<file path="src/rtl/core/hilbert_index_converter_assert.svh">
// ----------------------------------------------------------------------------
// hilbert_index_converter_assert.svh
// Assertion macros shared by the Hilbert index converter RTL.
// ----------------------------------------------------------------------------
`ifndef HILBERT_INDEX_CONVERTER_ASSERT_SVH
`define HILBERT_INDEX_CONVERTER_ASSERT_SVH

// Condition checked at every clock edge outside reset.
`define HIC_ASSERT(lbl, cond, msg) \
  lbl: assert property (@(posedge clk) disable iff (rst) (cond)) else $error(msg);

// Antecedent this cycle implies consequent next cycle.
`define HIC_ASSERT_NEXT(lbl, ante, cons, msg) \
  lbl: assert property (@(posedge clk) disable iff (rst) (ante) |=> (cons)) \
    else $error(msg);

`endif

</file>
<file path="src/rtl/core/hic_pkg.sv">
// ----------------------------------------------------------------------------
// hic_pkg
// Shared types, constants and the per-level Hilbert transform.
// ----------------------------------------------------------------------------
`timescale 1ns / 1ps
`default_nettype none

package hic_pkg;

  localparam int MaxOrder   = 16;
  localparam int CoordBits  = 16;
  localparam int IndexBits  = 32;
  localparam int OrderBits  = 5;
  localparam int NumStages  = 4;
  localparam int LvlPerStg  = 4;
  localparam logic [OrderBits-1:0] OrderReset = 5'd3;

  localparam logic ActToIndex  = 1'b0;
  localparam logic ActToCoords = 1'b1;

  typedef struct packed {
    logic                 act;  // 0: coords -> index, 1: index -> coords
    logic                 odd;  // effective order is odd
    logic [CoordBits-1:0] x;
    logic [CoordBits-1:0] y;
    logic [IndexBits-1:0] d;
  } hic_item_t;

  // One level of either conversion. kup is the level counted from the
  // bottom; coords->index walks from the top, so it uses the complement.
  function automatic hic_item_t level_step(hic_item_t it, logic [3:0] kup);
    logic [3:0]           k;
    logic [CoordBits-1:0] m;
    logic [CoordBits-1:0] xs;
    logic [CoordBits-1:0] ys;
    logic [CoordBits-1:0] tmp;
    logic                 rx;
    logic                 ry;
    k = (it.act == ActToCoords) ? kup : ~kup;
    m = (CoordBits'(1) << k) - CoordBits'(1);
    if (it.act == ActToIndex) begin
      rx = it.x[k];
      ry = it.y[k];
      it.d[{k, 1'b1}] = rx;
      it.d[{k, 1'b0}] = rx ^ ry;
      xs = it.x & m;
      ys = it.y & m;
    end else begin
      rx = it.d[{k, 1'b1}];
      ry = it.d[{k, 1'b0}] ^ rx;
      xs = it.x;
      ys = it.y;
    end
    if (!ry) begin
      if (rx) begin
        xs = ~xs & m;
        ys = ~ys & m;
      end
      tmp = xs;
      xs  = ys;
      ys  = tmp;
    end
    if (it.act == ActToCoords) begin
      xs[k] = rx;
      ys[k] = ry;
    end
    it.x = xs;
    it.y = ys;
    return it;
  endfunction

endpackage

`default_nettype wire

</file>
<file path="src/rtl/core/hic_prep.sv">
// ----------------------------------------------------------------------------
// hic_prep
// Input register: masks fields to the grid order and seeds the level state.
// ----------------------------------------------------------------------------
`timescale 1ns / 1ps
`default_nettype none

module hic_prep (
  input  wire logic                                 clk,
  input  wire logic                                 rst,
  input  wire logic                                 in_valid,
  output logic                                      in_ready,
  input  wire logic                                 action,
  input  wire logic [hic_pkg::CoordBits-1:0]        in_x,
  input  wire logic [hic_pkg::CoordBits-1:0]        in_y,
  input  wire logic [hic_pkg::IndexBits-1:0]        in_index,
  input  wire logic [hic_pkg::OrderBits-1:0]        grid_order,
  output logic                                      out_valid,
  output hic_pkg::hic_item_t                        out_item,
  input  wire logic                                 out_ready
);
`include "hilbert_index_converter_assert.svh"

  logic [hic_pkg::OrderBits-1:0] ord;
  logic [hic_pkg::CoordBits-1:0] cmask;
  logic [hic_pkg::IndexBits-1:0] imask;
  logic [hic_pkg::CoordBits-1:0] xm;
  logic [hic_pkg::CoordBits-1:0] ym;
  hic_pkg::hic_item_t            item_next;

  assign ord = (grid_order > hic_pkg::OrderBits'(hic_pkg::MaxOrder)) ?
               hic_pkg::OrderBits'(hic_pkg::MaxOrder) : grid_order;

  always_comb begin
    for (int i = 0; i < hic_pkg::CoordBits; i++) begin
      cmask[i] = (hic_pkg::OrderBits'(i) < ord);
    end
    for (int i = 0; i < hic_pkg::IndexBits; i++) begin
      imask[i] = ((hic_pkg::OrderBits + 1)'(i) < {ord, 1'b0});
    end
  end

  assign xm = in_x & cmask;
  assign ym = in_y & cmask;

  // Levels above the order run as plain swaps; pre-swap on odd order
  // cancels them for coords -> index.
  always_comb begin
    item_next.act = action;
    item_next.odd = ord[0];
    if (action == hic_pkg::ActToCoords) begin
      item_next.x = '0;
      item_next.y = '0;
      item_next.d = in_index & imask;
    end else begin
      item_next.x = ord[0] ? ym : xm;
      item_next.y = ord[0] ? xm : ym;
      item_next.d = '0;
    end
  end

  assign in_ready = !out_valid || out_ready;

  always_ff @(posedge clk) begin
    if (rst) begin
      out_valid <= 1'b0;
    end else if (in_ready) begin
      out_valid <= in_valid;
    end
  end

  always_ff @(posedge clk) begin
    if (in_ready && in_valid) begin
      out_item <= item_next;
    end
  end

  `HIC_ASSERT(a_prep_seed, !out_valid || (out_item.act ? (out_item.x == '0 && out_item.y == '0) : (out_item.d == '0)), "prep: seeded item has stray bits")

endmodule

`default_nettype wire

</file>
<file path="src/rtl/core/hic_stage.sv">
// ----------------------------------------------------------------------------
// hic_stage
// Pipeline stage: four Hilbert levels, registered, with valid/ready.
// ----------------------------------------------------------------------------
`timescale 1ns / 1ps
`default_nettype none

module hic_stage (
  input  wire logic               clk,
  input  wire logic               rst,
  input  wire logic [1:0]         stage_id,
  input  wire logic               in_valid,
  output logic                    in_ready,
  input  wire hic_pkg::hic_item_t in_item,
  output logic                    out_valid,
  output hic_pkg::hic_item_t      out_item,
  input  wire logic               out_ready
);
`include "hilbert_index_converter_assert.svh"

  hic_pkg::hic_item_t item_next;

  // Levels 4*stage_id .. +3 counted from the bottom.
  always_comb begin
    item_next = in_item;
    for (int j = 0; j < hic_pkg::LvlPerStg; j++) begin
      item_next = hic_pkg::level_step(item_next, {stage_id, 2'(j)});
    end
  end

  assign in_ready = !out_valid || out_ready;

  always_ff @(posedge clk) begin
    if (rst) begin
      out_valid <= 1'b0;
    end else if (in_ready) begin
      out_valid <= in_valid;
    end
  end

  always_ff @(posedge clk) begin
    if (in_ready && in_valid) begin
      out_item <= item_next;
    end
  end

  `HIC_ASSERT_NEXT(a_stage_hold, out_valid && !out_ready, out_valid && $stable(out_item), "stage: stalled item changed")
  `HIC_ASSERT_NEXT(a_stage_mode, out_valid && !out_ready, out_item.act == $past(out_item.act), "stage: stalled item action changed")

endmodule

`default_nettype wire

</file>
<file path="src/rtl/core/hilbert_index_converter.sv">
// ----------------------------------------------------------------------------
// hilbert_index_converter
// Hilbert curve conversion between (x, y) and curve index, pipelined.
// ----------------------------------------------------------------------------
// Usage:
//   Input channel in_valid/in_ready carries one item: action, in_x, in_y,
//   in_index. Action 0 turns (in_x, in_y) into out_index; action 1 turns
//   in_index into (out_x, out_y). Fields the action does not produce are 0.
//   Output channel out_valid/out_ready returns exactly one item per input,
//   in order.
//   cfg_we/cfg_wdata write grid_order (reset value 3, values above 16 act
//   as 16). Write it only while no item is in flight.
//   Structure: five register stages, one input register plus four stages of
//   four levels each; the accepting edge loads the first, and the item then
//   moves through the four level stages in order before out_valid rises.
//   Throughput: one item per cycle while the receiver does not stall, set by
//   the level pipeline, which always runs all 16 levels whatever the order.
//   Reset (rst, synchronous) empties the pipeline and restores grid_order.
//   When the receiver stalls, each stage holds its item and the stall
//   ripples back; in_ready drops only once every stage is full.
// ----------------------------------------------------------------------------
`timescale 1ns / 1ps
`default_nettype none

module hilbert_index_converter (
  input  wire logic                          clk,
  input  wire logic                          rst,
  input  wire logic                          cfg_we,
  input  wire logic [hic_pkg::OrderBits-1:0] cfg_wdata,
  input  wire logic                          in_valid,
  output logic                               in_ready,
  input  wire logic                          action,
  input  wire logic [hic_pkg::CoordBits-1:0] in_x,
  input  wire logic [hic_pkg::CoordBits-1:0] in_y,
  input  wire logic [hic_pkg::IndexBits-1:0] in_index,
  output logic                               out_valid,
  input  wire logic                          out_ready,
  output logic [hic_pkg::IndexBits-1:0]      out_index,
  output logic [hic_pkg::CoordBits-1:0]      out_x,
  output logic [hic_pkg::CoordBits-1:0]      out_y
);
`include "hilbert_index_converter_assert.svh"

  // Grid order register.
  logic [hic_pkg::OrderBits-1:0] grid_order;

  always_ff @(posedge clk) begin
    if (rst) begin
      grid_order <= hic_pkg::OrderReset;
    end else if (cfg_we) begin
      grid_order <= cfg_wdata;
    end
  end

  // Pipeline links: index 0 is the prep register, 1..4 the level stages.
  logic               vld [hic_pkg::NumStages+1];
  logic               rdy [hic_pkg::NumStages+1];
  hic_pkg::hic_item_t itm [hic_pkg::NumStages+1];

  hic_prep u_prep (
    .clk        (clk),
    .rst        (rst),
    .in_valid   (in_valid),
    .in_ready   (in_ready),
    .action     (action),
    .in_x       (in_x),
    .in_y       (in_y),
    .in_index   (in_index),
    .grid_order (grid_order),
    .out_valid  (vld[0]),
    .out_item   (itm[0]),
    .out_ready  (rdy[0])
  );

  // Stage g handles levels 4g..4g+3 from the bottom (index -> coords) or
  // the mirrored levels from the top (coords -> index).
  for (genvar g = 0; g < hic_pkg::NumStages; g++) begin : g_stage
    hic_stage u_stage (
      .clk       (clk),
      .rst       (rst),
      .stage_id  (2'(g)),
      .in_valid  (vld[g]),
      .in_ready  (rdy[g]),
      .in_item   (itm[g]),
      .out_valid (vld[g+1]),
      .out_item  (itm[g+1]),
      .out_ready (rdy[g+1])
    );
  end

  assign rdy[hic_pkg::NumStages] = out_ready;
  assign out_valid               = vld[hic_pkg::NumStages];

  // Upper levels beyond the order act as swaps; an odd order leaves the
  // coordinates exchanged, undone here.
  hic_pkg::hic_item_t last;
  assign last = itm[hic_pkg::NumStages];

  always_comb begin
    if (last.act == hic_pkg::ActToCoords) begin
      out_index = '0;
      out_x     = last.odd ? last.y : last.x;
      out_y     = last.odd ? last.x : last.y;
    end else begin
      out_index = last.d;
      out_x     = '0;
      out_y     = '0;
    end
  end

  // in_ready low only when the whole pipe is backed up by the receiver.
  `HIC_ASSERT(a_top_backpressure, in_ready || (out_valid && !out_ready), "top: input stalled with output free")

endmodule

`default_nettype wire

</file>
<file path="config.mk">
export PLATFORM = sky130hd
export DESIGN_NAME = hilbert_index_converter
export DESIGN_NICKNAME = d
export VERILOG_FILES = /design/src/rtl/core/hic_pkg.sv /design/src/rtl/core/hic_prep.sv /design/src/rtl/core/hic_stage.sv /design/src/rtl/core/hilbert_index_converter.sv
export VERILOG_INCLUDE_DIRS = /design/src /design/src/rtl/core
export SDC_FILE = /design/constraint.sdc
export NUM_CORES = 1
export LEC_CHECK = 0
export ABC_AREA = 1
export ABC_CLOCK_PERIOD_IN_PS = 14700
export BUFFER_PORTS_ARGS = -buffer_cell sky130_fd_sc_hd__buf_2
export CORE_ASPECT_RATIO = 1.75
export CORE_MARGIN = 2
export CORE_UTILIZATION = 40
export CTS_CLUSTER_DIAMETER = 40
export DETAILED_ROUTE_END_ITERATION = 6
export HOLD_SLACK_MARGIN = 0.06
export PLACE_DENSITY = 0.56
export REMOVE_ABC_BUFFERS = 1
export SLEW_MARGIN = 15
export SYNTH_ARGS = -nofsm -noshare
export SYNTH_HDL_FRONTEND = slang
export SYNTH_SLANG_ARGS = --single-unit
</file>
<file path="constraint.sdc">
create_clock -name clk -period 14.7 [get_ports clk]
set_clock_uncertainty 0.1 [all_clocks]
set_input_delay 4.41 -clock clk [delete_from_list [all_inputs] [get_ports clk]]
set_output_delay 4.41 -clock clk [all_outputs]
set_load 0.005 [all_outputs]
</file>
======== After elaboration in Yosys (flattened, before gate mapping) ========
Cells that the tools add are included.
storage, ports and cells
  flip-flop bits (word level) ............. 340
  output and inout bits ................... 66
  input port bits ......................... 75
  memories kept ........................... 0
  word-level logic and storage cells ...... 890
  RAM bits ................................ 0
  bits in latches ......................... 0
  ROM bits ................................ 0
operators by class
  equality and inequality tests ........... 0
  mux-type cells .......................... 488
  divide/modulo/power cells ............... 0
  shift-type cells ........................ 16
  $mul .................................... 0
  order comparisons ....................... 145
  reductions and logical operators ........ 63
  bitwise logic cells ..................... 131
  add/sub/neg operators ................... 16
operator list
  cell                     count
  $mux W16                 134
  $and A16 B16 Y16         66
  $bwmux W32               32
  $mux W32                 17
  $bwmux W16               32
  $not A16 Y16             32
  $bmux W1 S4              64
  $shl A1 B4 Y16 const A   16
  $sub A16 B2 Y16 const B  16
  $demux W1 S4             48
  $lt A5 B6 Y1 const B     32
  $ge A5 B1 Y1 const B     32
  $mux W1                  144
  $lt A5 B6 Y1 const A     16
  $lt A4 B5 Y1 const B     16
  $ge A4 B1 Y1 const B     16
  $mux W4                  16
  $logic_and A1 B1 Y1      53
  $lt A4 B6 Y1 const A     8
  $lt A4 B5 Y1 const A     8
  $and A32 B32 Y32         1
  $xor A1 B1 Y1            32
  $lt A3 B6 Y1 const A     4
  $lt A3 B5 Y1 const A     4
  8 further kinds          20

======== Longest topological paths before layout ========
Gate-level depths: netlist of the first run.
  depth in word-level cells ............... 35
  mapped depth ............................ 24
  depth with buffers taken out ............ 23

======== Hierarchy ========
From an unflattened synthesis of the first run, not the netlist that was laid out.
unflattened totals
  cell total of the unflattened synthesis .. 6226
  area, all modules ....................... 38328.0 um^2
modules (own cells, without submodules)
  module                               area an instance (um^2)  cells each  sequential area each (um^2)  times used
  hic_stage at g_stage[1].u_stage ...  8526.9                   1415        2001.9                       2
  hic_stage at g_stage[0].u_stage      8531.9                   1436        2001.9                       1
  hic_stage at g_stage[3].u_stage      8245.4                   1379        2001.9                       1
  hic_prep                             3134.3                   312         2001.9                       1
  hilbert_index_converter              1362.6                   269         100.1                        1

======== Least setup slack after synthesis of the first run ========
Ideal clock, no wire load.
  path kind ............................... input to output
  from .................................... input out_ready
  to ...................................... output in_ready
  stages .................................. 10
  setup slack ............................. 5.003 ns
  arrival ................................. 5.187 ns
  buffers on the path ..................... 0
  cell sequence ........................... nor2_1 -> inv_1 -> nor2_1 -> inv_1 -> nor2_1 -> inv_1 -> nor2_1 -> inv_1 -> nor2_1 -> inv_1
on the way
  cells in the longest elaborated chain, start to end .. 5
RTL lines
  what                             RTL line                       text
  start: declaration               hilbert_index_converter.sv:37  input wire logic out_ready,
  $logic_or A1 B1 Y1 (4 in a row)  hic_stage.sv:31                assign in_ready = !out_valid || out_ready;
  $logic_or A1 B1 Y1               hic_prep.sv:62                 assign in_ready = !out_valid || out_ready;
  end: declaration                 hilbert_index_converter.sv:31  output logic in_ready,
Every way passes these cells.

======== Worst setup path in the final report of the first run ========
Ends and elaborated chain as after synthesis.

==> key figures, run 1 <==
Die
  • IO Pins: between 100 and 150
  • Die width: between 150 and 200 um
  • Die Ht: 314.9 um
  • Die ar.: between 50000 and 60000 um2
  • Site Rows: ~110
  • Core area: 54920 um2
  • Starting Density: 0.4023

CTS
  • Worst-Skew Late Latency: about 0.54 ns
  • Worst-path clk slew: around 0.060 ns
  • Setup bufs post-CTS: 0
  • CTS tree: yes
  • Cts bufs inserted: 37
  • Htree depth: 2
  • Clock Tree Buf Depth: 3
  • PostCTS Resize Cnt: 0
  • Hold Buf Count CTS: 0
  • Sink Count: a little over 300
  • Clock root buffer: clkbuf_16

Power
  • Switching Share: 0.3386
  • Pwr/cell area: about 110 nW/um2
  • Leakage: 11.28 nW
  • Worst vdd ir: between 80 and 90 uV
  • Psw: a little under 900 uW
  • Gate power share: 0.256
  • Int Pwr: about 1.7 mW
  • Clock share of power: 0.339
  • Total power: ~2.6 mW
  • Seq pwr share: 0.405

Final layout
  • Area Growth Syn to Fin: 8.614%
  • Layout filler cell count: around 5500
  • Proportion of layout cells with a drive suffix above 1: 0.09687
  • Multi-input gate area: about 11000 um2
  • Seq. cell area: around 9000 um2
  • Util after Layout: 0.4370
  • Fin nets: approximately 3300
  • N_diodes: 0
  • Final std cells w/o fill: 3927

STA
  • RSZ-0062 raised after global routing: false
  • Max_slew headroom: 0.2907
  • Worst-Margin Slew: ~1.1 ns
  • Setup tns final: 0 ns
  • Final Max Tran Viols: 0
  • Max Clk Rate: about 96 MHz
  • Hold Violations, Final: 0
  • Endpoints failing setup: 0
  • Final Critical Period: between 10 and 15 ns
  • Fin crit share: 0.7053

GRT
  • Initial antenna violation count: 0
  • First-pass GRT wire length: 102500 um
  • Grt total ovfl: 0
  • Largest net degree at the start of global routing: 67
  • Vias in the first global route: about 20000
  • Total track usage: 0.2262

Drt
  • Wirelength per Cell: ~17 um
  • Total Wirelength: between 60000 and 70000 um
  • Vias: around 21000
  • Drt drc: 0
  • Initial DRC Count: approximately 1300
  • Routed Antenna Nets: 0
  • Vias/cell: 5.250
  • Pre-antenna DRT Iters: 5

Critical path
  • Crit path DAT: roughly 5.9 ns
  • Crit path launch type: input port
  • Critical path class: in -> out
  • Crit path max fanout: 3
  • Crit end category: output pin
  • Register-to-Register Path Depth: 22
  • CP required: roughly 10 ns

Synth
  • Flops & latches, synth: a little over 300
  • Synth unique cells: 47
  • Dominant cell type by area after synthesis: edfxtp_1
  • Ys async rst share: 0
  • Simple-gate share of the synthesized area: 0.3536
  • Mux cell area share after synthesis: 0.001869
  • Synth Warn #: 0
  • Top-area cell type share of the netlist area: 0.4077
  • Compound-Gate Fraction of Synth Area: 0.1099
  • XOR/XNOR share of the synthesized area: 0.01897
  • Combinational family with the most area after synthesis: simple AND/OR/NAND/NOR gates
  • Synth Area per Inst: between 6 and 7 um2
  • Synth area leaders: edfxtp_1 (41%), nand2_1 (21%), o21ai_0 (7.1%)
  • Most used DFF post-synth: edfxtp_1
  • Synthesized cell area: 22090 um2
  • Syn Inst Count: 3221
  • Count of flip-flops with a built-in enable after synthesis: 300
  • Seq/Total Area, Yosys: 0.4168
  • Post-Synth Adder-Cell Area: 0

Place
  • Detailed-placement wirelength estimate: between 50000 and 60000 um
  • Post-Place Cells: slightly below 4000
  • GPL Wtd Cong: roughly 0.91
  • Number of I/O port buffers: between 100 and 150

Hold path
  • Hold path cells: 0
  • Worst hold path class: reg -> reg

Run
  • Max-cap violations: 0

Status
  • Status: complete, no violations
worst paths after layout:
path	slack (ns)	startpoint	to
hold / removal	0.30	g_stage[2].u_stage.out_item[14]	g_stage[3].u_stage.out_item[14]
setup / recovery	4.33	out_ready	in_ready
setup reg to reg	7.75	u_prep.out_item[65]	g_stage[0].u_stage.out_item[48]
hold reg to reg	0.30	g_stage[2].u_stage.out_item[14]	g_stage[3].u_stage.out_item[14]
critical path, stage by stage:
cell,delay (ns)
buf_2,0.09
nor2_1,0.22
inv_1,0.09
nor2_1,0.09
inv_1,0.07
nor2_1,0.09
inv_1,0.07
nor2_1,0.20
inv_1,0.09
nor2_1,0.21
inv_1,0.09
buf_2,0.13
cell usage in the layout, fill, tap and decap left out, types with 22 or more instances in the layout:
cell type	synthesis	layout
nand2_1	1223	1223
inv_1	289	287
clkbuf_16	0	39
nand2_2	32	32
o21ai_0	312	312
nand3_1	298	298
edfxtp_1	300	300
nand4_1	38	38
nor2_1	241	237
xor2_1	29	29
o211ai_1	22	22
a21oi_1	72	72
buf_2	57	140
cells by family after synthesis:
group | Yosys count
xor+xnor | 47
mux | 4
compound gates | 457
simple gates | 1877
flops | 310
buf+inv | 526
flip-flops by register name, indices dropped and copies added, names as in the netlist:
signal / count
u_prep.out_item: 66
g_stage.u_stage.out_valid: 4
g_stage.u_stage.out_item: 234
grid_order: 5
u_prep.out_valid: 1
synth_stat cells (17+ instances only):
cell type and number:
nand2_1 1223, o21ai_0 312, edfxtp_1 300, nand3_1 298, inv_1 289, nor2_1 241, clkbuf_1 111, a21oi_1 72
buf_2 57, nand4_1 38, nand2_2 32, xor2_1 29, o211ai_1 22, buf_4 21, buf_1 19, inv_2 17
xnor2_1 17
power by group through the flow:
stage,Clock [mW],Sequential [mW],Combinational (mW)
floorplan,0,1.07,0.473
global placement,0,1.08,0.650
detailed placement,0,1.08,0.665
CTS,0.910,1.06,0.668
global route,0.937,1.06,0.762
finish,0.885,1.06,0.667
metrics by stage:
step           hold slack, ns  area (um2)  setup WS [ns]
2_1_floorplan          0.3003       21070          5.003
3_3_place_gp           0.3017       22820          4.289
3_5_place_dp           0.3045       22820          4.322
4_1_cts                0.2956       24000          4.310
5_1_grt                0.3198       24000          4.135
6_report               0.2979       24000          4.333
layer usage:
metal / track usage / up-vias / wire length [um]
li1: - / 10400 / -
met4: 0.1449 / 0 / 4516
met1: 0.2218 / 9464 / 23020
met3: 0.02160 / 176 / 2410
met5: 0 / - / 0
met2: 0.4472 / 578 / 35220
area by class of cell:
type                            instances  share of cell area
Clock buffer                           43             0.04130
Clock inverter                         23            0.007769
Inverter                              310             0.04849
Multi-Input combinational cell       2385              0.4469
Sequential cell                       310              0.3838
Tap cell                              696             0.03629
Timing Repair Buffer                  160             0.03546
No activity file was read; power rests on OpenSTA's default activity.
==> inputs of run 2 (changes only) <==
--- a/config.mk
+++ b/config.mk
@@ -6,8 +6,8 @@
 export SDC_FILE = /design/constraint.sdc
 export NUM_CORES = 1
 export LEC_CHECK = 0
-export ABC_AREA = 1
-export ABC_CLOCK_PERIOD_IN_PS = 14700
+export ABC_AREA = 0
+export ABC_CLOCK_PERIOD_IN_PS = 10500
 export BUFFER_PORTS_ARGS = -buffer_cell sky130_fd_sc_hd__buf_2
 export CORE_ASPECT_RATIO = 1.75
 export CORE_MARGIN = 2
==> constraint.sdc (replaced) <==
create_clock -name clk -period 10.5 [get_ports clk]
set_clock_uncertainty 0.1 [all_clocks]
set_input_delay 3.15 -clock clk [delete_from_list [all_inputs] [get_ports clk]]
set_output_delay 3.15 -clock clk [all_outputs]
set_load 0.005 [all_outputs]
==> key figures, run 2 <==
Power
  • Clock share of power: 0.353 (+0.014)
  • Pwr/cell area: 158.2 nW/um2 (+45%)
  • Worst vdd ir: 135.3 uV (+61%)
  • Leakage: 9.665 nW (-14%)
  • Psw: 1.297 mW (+47%)
  • Switching Share: 0.3165 (-0.02205)
  • Gate power share: 0.278 (+0.022)
  • Int Pwr: 2.800 mW (+62%)
  • Seq pwr share: 0.369 (-0.036)

STA
  • Worst-Margin Slew: 1.171 ns (+0.1082 ns)
  • Max_slew headroom: 0.2194 (-0.07137)
  • Fin crit share: 0.7371
  • Final Max Tran Viols: 0 (unchanged)
  • RSZ-0062 raised after global routing: false
  • Hold Violations, Final: 0 (unchanged)
  • Max Clk Rate: 129.2 MHz
  • Final Critical Period: 7.739 ns
  • Endpoints failing setup: 0 (unchanged)
  • Setup tns final: 0 ns (unchanged)

Drt
  • Initial DRC Count: 939 (-29%)
  • Drt drc: 2 (+2)
  • Wirelength per Cell: 18.42 um (+11%)
  • Total Wirelength: 61730 um (-5.3%)
  • Vias: 19000 (-7.9%)
  • Pre-antenna DRT Iters: 7 (+2)
  • Routed Antenna Nets: 0 (unchanged)
  • Vias/cell: 5.669 (+8.0%)

CTS
  • Worst-path clk slew: 0.06 ns (about the same)
  • Hold Buf Count CTS: 0 (unchanged)
  • PostCTS Resize Cnt: 0 (unchanged)
  • Cts bufs inserted: 38 (+2.7%)
  • Clock root buffer: clkbuf_16
  • Worst-Skew Late Latency: 0.56 ns (+0.02 ns)
  • Sink Count: 308 (-0.65%)
  • Setup bufs post-CTS: 0 (unchanged)
  • Clock Tree Buf Depth: 3 (unchanged)
  • CTS tree: yes
  • Htree depth: 2 (unchanged)

Synth
  • Ys async rst share: 0 (unchanged)
  • Seq/Total Area, Yosys: 0.3876 (-0.02923)
  • Top-area cell type share of the netlist area: 0.3791 (-0.02865)
  • Syn Inst Count: 2613 (-19%)
  • Synth Warn #: 0 (unchanged)
  • Count of flip-flops with a built-in enable after synthesis: 298 (-0.67%)
  • Flops & latches, synth: 308 (-0.65%)
  • Count leader, synth: edfxtp_1
  • Dominant cell type by area after synthesis: edfxtp_1
  • Synthesized cell area: 23610 um2 (+6.8%)
  • Synth Area per Inst: 9.034 um2 (+32%)
  • Commonest cells in the netlist: edfxtp_1 (298), nand2_1 (242), mux2i_1 (223)
  • Synth area leaders: edfxtp_1 (38%), mux2i_1 (9.5%), xnor2_1 (5.2%)
  • Most used DFF post-synth: edfxtp_1
  • Synth unique cells: 98 (+110%)

Critical path
  • Crit path DAT: 4.49 ns (-1.37 ns)
  • Reg2reg start: g_stage[1].u_stage.out_item[65]
  • Crit end category: output pin
  • Worst Setup SP: out_ready
  • Critical path class: in -> out
  • Crit path max fanout: 6 (+3)
  • Crit path launch type: input port
  • CP required: 7.25 ns (-2.94 ns)

Status
  • Status: complete, but fails checks
  • Failing checks: DRC

Final layout
  • Fin nets: 2624 (-20%)
  • Area Growth Syn to Fin: 9.721%
  • Commonest cells after routing, fill and taps aside: edfxtp_1 (298), nand2_1 (242), mux2i_1 (222)
  • Layout filler cell count: 5678 (+2.3%)
  • N_diodes: 0 (unchanged)
  • Regs by FF count: g_stage.u_stage.out_item x232, u_prep.out_item x66, grid_order x5
  • Most flops, register: g_stage.u_stage.out_item
  • Final instance area: 25900 um2 (+7.9%)
  • Largest register FFs: 232 (-0.85%)
  • Proportion of layout cells with a drive suffix above 1: 0.1265 (+0.02958)
  • Most common cell after layout, fill and taps aside: edfxtp_1

Run
  • Max-cap violations: 0 (unchanged)

GRT
  • First-pass GRT wire length: 98570 um (-3.8%)
  • Initial antenna violation count: 0 (unchanged)
  • Vias in the first global route: 18610 (-5.6%)
  • Largest net degree at the start of global routing: 67 (unchanged)
  • Total track usage: 0.1985 (-0.02769)
  • Grt total ovfl: 0 (unchanged)

Die
  • Die ar.: 61050 um2 (+6.7%)
  • Die width: 187.6 um (+3.3%)
  • Starting Density: 0.4051 (+0.002821)
  • IO Pins: 141 (unchanged)
  • Site Rows: 117 (+2.6%)
  • Core area: 58260 um2 (+6.1%)
  • Die Ht: 325.4 um (+3.3%)

Hold path
  • HP Start: g_stage[1].u_stage.out_item[27]
  • Worst hold path class: reg -> reg

Place
  • Area after DPL: 24480 um2 (+7.3%)
  • Detailed-placement wirelength estimate: 47020 um (-7.1%)
  • GPL Wtd Cong: 0.8975 (-1.5%)
  • Number of I/O port buffers: 140 (unchanged)
==> run 2: changes by cell type after synthesis, moves of 44 or more <==
cell / previous run / this run
mux2i_1: 3 / 223
xnor2_1: 17 / 141
a21oi_1: 72 / 187
a211oi_1: 1 / 59
nand3_1: 298 / 41
nand2_1: 1223 / 242
clkbuf_1: 111 / 208
nor2b_1: 0 / 111
nor3_1: 2 / 77
nand2b_1: 0 / 44
inv_1: 289 / 32
nor2_1: 241 / 192
o21ai_0: 312 / 139
==> run 2: path summary, 6_finish.rpt <==
kind | cells after the start | endpoint | slack (ns)
max | 5 | in_ready | 2.76
min | 0 | g_stage[2].u_stage.out_item[27] | 0.31
max reg2reg | 11 | g_stage[2].u_stage.out_item[48] | 4.88
min reg2reg | 0 | g_stage[2].u_stage.out_item[27] | 0.31
==> run 2: layout make-up <==
cell class / instances / area [um2] / share of cell area
multi-input cells: 1983 / 13210 / 0.5101
flip-flops and latches: 308 / 9149 / 0.3532
repair buffers: 185 / 1046 / 0.04039
clock buffers: 44 / 1037 / 0.04005
well taps: 773 / 967.2 / 0.03734
clock inverters: 25 / 364.1 / 0.01406
inverters: 33 / 123.9 / 0.004783
==> run 2: routing by layer <==
metal / GRT usage / up-vias / wire (um)
met3: 0.02093 / 172 / 1920
met1: 0.1874 / 8931 / 21430
met4: 0.1121 / 0 / 3513
li1: - / 9420 / -
met2: 0.4048 / 473 / 34870
met5: 0 / - / 0
==> run 2: kinds of logic (layout without fill, tap and decap cells) <==
group | Yosys count | in the layout | synth area share
XOR/XNOR | 185 | 185 | 0.07071
AND/OR/NAND/NOR | 830 | 830 | 0.1702
adder cells (fa/ha/maj) | 11 | 11 | 0.004665
AO/OA/AOI/OAI | 708 | 708 | 0.2028
buffers and inverters | 322 | 287 | 0.05555
multiplexers | 249 | 249 | 0.1085
flip-flops | 308 | 308 | 0.3876
==> run 2: worst max-delay path, stage by stage <==
cell and delay [ns]:
buf_2 0.10, nor2b_1 0.43, and3_1 0.50, nand3_1 0.15
buf_2 0.15
==> run 2: power groups by stage <==
stage                     Clock [mW]  Combinational, mW  Sequential, mW
after global placement             0               1.10            1.53
after floorplan                    0              0.859            1.52
final                           1.45               1.14            1.51
after detailed placement           0               1.13            1.54
after global routing            1.53               1.25            1.52
after CTS                       1.49               1.13            1.51
==> run 2: stage by stage <==
stage	worst slack, ns	util	hold WS, ns	power, mW	instances
after floorplan	2.141	-	0.3003	2.383	2324
after global routing	2.599	0.4445	0.3207	4.307	3351
after global placement	2.820	0.4201	0.3021	2.630	3281
after detailed placement	2.780	0.4201	0.3045	2.666	3281
after CTS	2.761	0.4441	0.3168	4.133	3350
final	2.761	0.4445	0.3085	4.096	3351
==> inputs of run 3 (changes only) <==
--- a/config.mk
+++ b/config.mk
@@ -7,7 +7,7 @@
 export NUM_CORES = 1
 export LEC_CHECK = 0
 export ABC_AREA = 0
-export ABC_CLOCK_PERIOD_IN_PS = 10500
+export ABC_CLOCK_PERIOD_IN_PS = 7300
 export BUFFER_PORTS_ARGS = -buffer_cell sky130_fd_sc_hd__buf_2
 export CORE_ASPECT_RATIO = 1.75
 export CORE_MARGIN = 2
==> constraint.sdc (replaced) <==
create_clock -name clk -period 7.3 [get_ports clk]
set_clock_uncertainty 0.1 [all_clocks]
set_input_delay 2.19 -clock clk [delete_from_list [all_inputs] [get_ports clk]]
set_output_delay 2.19 -clock clk [all_outputs]
set_load 0.005 [all_outputs]
==> key figures, run 3 (same netlist as run 2, synthesis figures left out) <==
Die
  • Starting Density: 0.4051 (unchanged)
  • IO Pins: 141 (unchanged)
  • Die Ht: 325.4 um (unchanged)
  • Die ar.: 61050 um2 (unchanged)
  • Core area: 58260 um2 (unchanged)
  • Die width: 187.6 um (unchanged)
  • Site Rows: 117 (unchanged)

Power
  • Worst vdd ir: 157.9 uV (+17%)
  • Psw: 1.889 mW (+46%)
  • Int Pwr: 3.970 mW (+42%)
  • Gate power share: 0.279 (about the same)
  • Clock share of power: 0.348 (-0.005)
  • Seq pwr share: 0.373 (+0.004)
  • Leakage: 9.648 nW (-0.18%)
  • Pwr/cell area: 226.6 nW/um2 (+43%)
  • Switching Share: 0.3224 (+0.005812)
  • Total power: 5.859 mW (+43%)

CTS
  • PostCTS Resize Cnt: 0 (unchanged)
  • Worst-path clk slew: 0.05 ns (about the same)
  • Cts bufs inserted: 40 (+5.3%)
  • Setup bufs post-CTS: 0 (unchanged)
  • CTS tree: yes
  • Sink Count: 308 (unchanged)
  • Worst-Skew Late Latency: 0.55 ns (about the same)
  • Clock root buffer: clkbuf_16
  • Htree depth: 2 (unchanged)
  • Clock Tree Buf Depth: 3 (unchanged)
  • Hold Buf Count CTS: 0 (unchanged)

Critical path
  • Worst Setup SP: out_ready
  • Critical path class: in -> out
  • Crit path DAT: 3.50 ns (-0.99 ns)
  • R2r setup slk: 1.85 ns (-3.03 ns)
  • Crit path max fanout: 6 (unchanged)
  • Reg2reg start: u_prep.out_item[65]
  • CP required: 5.01 ns (-2.24 ns)
  • Crit path launch type: input port
  • Crit end category: output pin

Hold path
  • HP Start: g_stage[1].u_stage.out_item[3]
  • Worst hold path class: reg -> reg

STA
  • Worst-Margin Slew: 1.162 ns (-0.008607 ns)
  • Max Clk Rate: between 150 and 200 MHz
  • Final Critical Period: around 5.8 ns
  • Endpoints failing setup: 0 (unchanged)
  • Fin crit share: 0.7933
  • Max_slew headroom: 0.2251 (+0.005738)
  • Final Max Tran Viols: 0 (unchanged)
  • Worst hold slack: 0.3169 ns (+0.008429 ns)
  • Setup tns final: 0 ns (unchanged)
  • Setup ws final: 1.509 ns (-1.252 ns)
  • Hold Violations, Final: 0 (unchanged)
  • RSZ-0062 raised after global routing: false

Final layout
  • Layout filler cell count: 5719 (+0.72%)
  • Commonest cells after routing, fill and taps aside: edfxtp_1 (298), nand2_1 (242), mux2i_1 (222)
  • Largest register FFs: 232 (unchanged)
  • Final std cells w/o fill: 3354 (+0.090%)
  • Fin nets: 2625 (+0.038%)
  • Area Growth Syn to Fin: 9.562%
  • Util after Layout: 0.4439 (-0.0006440)
  • Proportion of layout cells with a drive suffix above 1: 0.1267 (+0.0002405)
  • Final instance area: 25860 um2 (-0.14%)
  • N_diodes: 0 (unchanged)
  • Most flops, register: g_stage.u_stage.out_item
  • Multi-input gate area: 13220 um2 (about the same)
  • Regs by FF count: g_stage.u_stage.out_item x232, u_prep.out_item x66, grid_order x5
  • Seq. cell area: 9149 um2 (unchanged)
  • Most common cell after layout, fill and taps aside: edfxtp_1

GRT
  • Vias in the first global route: 18950 (+1.8%)
  • Total track usage: 0.2033 (+0.004755)
  • Grt total ovfl: 0 (unchanged)
  • Initial antenna violation count: 0 (unchanged)
  • Largest net degree at the start of global routing: 67 (unchanged)
  • First-pass GRT wire length: 100900 um (+2.3%)

Status
  • Status: complete, no violations

Place
  • Post-Place Cells: 3281 (unchanged)
  • Area after DPL: 24480 um2 (unchanged)
  • Dpl ws: 1.501 ns (-1.279 ns)
  • Detailed-placement wirelength estimate: 48140 um (+2.4%)
  • Number of I/O port buffers: 140 (unchanged)
  • GPL Wtd Cong: 0.9388 (+4.6%)

Drt
  • Wirelength per Cell: 18.77 um (+1.9%)
  • Drt drc: 0 (-2)
  • Initial DRC Count: 1061 (+13%)
  • Vias: 19230 (+1.2%)
  • Vias/cell: 5.733 (+1.1%)
  • Pre-antenna DRT Iters: 6 (-1)
  • Routed Antenna Nets: 0 (unchanged)
  • Total Wirelength: 62960 um (+2.0%)

Run
  • Max-cap violations: 0 (unchanged)
-- run 3: cell type report --
| type | instances | share of cell area |
|---|---|---|
| Clock buffer | 47 | 0.04054 |
| Inverter | 33 | 0.004790 |
| Sequential cell | 308 | 0.3537 |
| Multi-Input combinational cell | 1983 | 0.5110 |
| Timing Repair Buffer | 184 | 0.03986 |
| Clock inverter | 26 | 0.01263 |
| Tap cell | 773 | 0.03740 |
-- run 3: critical path: stages --
cell and delay (ns):
buf_2 0.09, nor2b_1 0.44, and3_1 0.48, nand3_1 0.15, buf_2 0.15
-- run 3: power by group through the flow --
stage / Sequential (mW) / Combinational, mW / Clock (mW)
after floorplan: 2.19 / 1.23 / 0
after global placement: 2.22 / 1.59 / 0
after detailed placement: 2.22 / 1.63 / 0
after CTS: 2.18 / 1.63 / 2.11
after global routing: 2.20 / 1.81 / 2.17
final: 2.18 / 1.64 / 2.04
-- run 3: path summary, 6_finish.rpt --
kind	to	cells past startpoint
max	in_ready	5
min reg2reg	g_stage[2].u_stage.out_item[3]	0
min	g_stage[2].u_stage.out_item[3]	0
max reg2reg	g_stage[0].u_stage.out_item[49]	11
-- run 3: routing by layer --
layer	GRT usage	vias up	wire length [um]
met2	0.4127	502	35620
met4	0.1197	0	3631
met5	0	-	0
met3	0.02028	182	1985
li1	-	9430	-
met1	0.1922	9113	21730
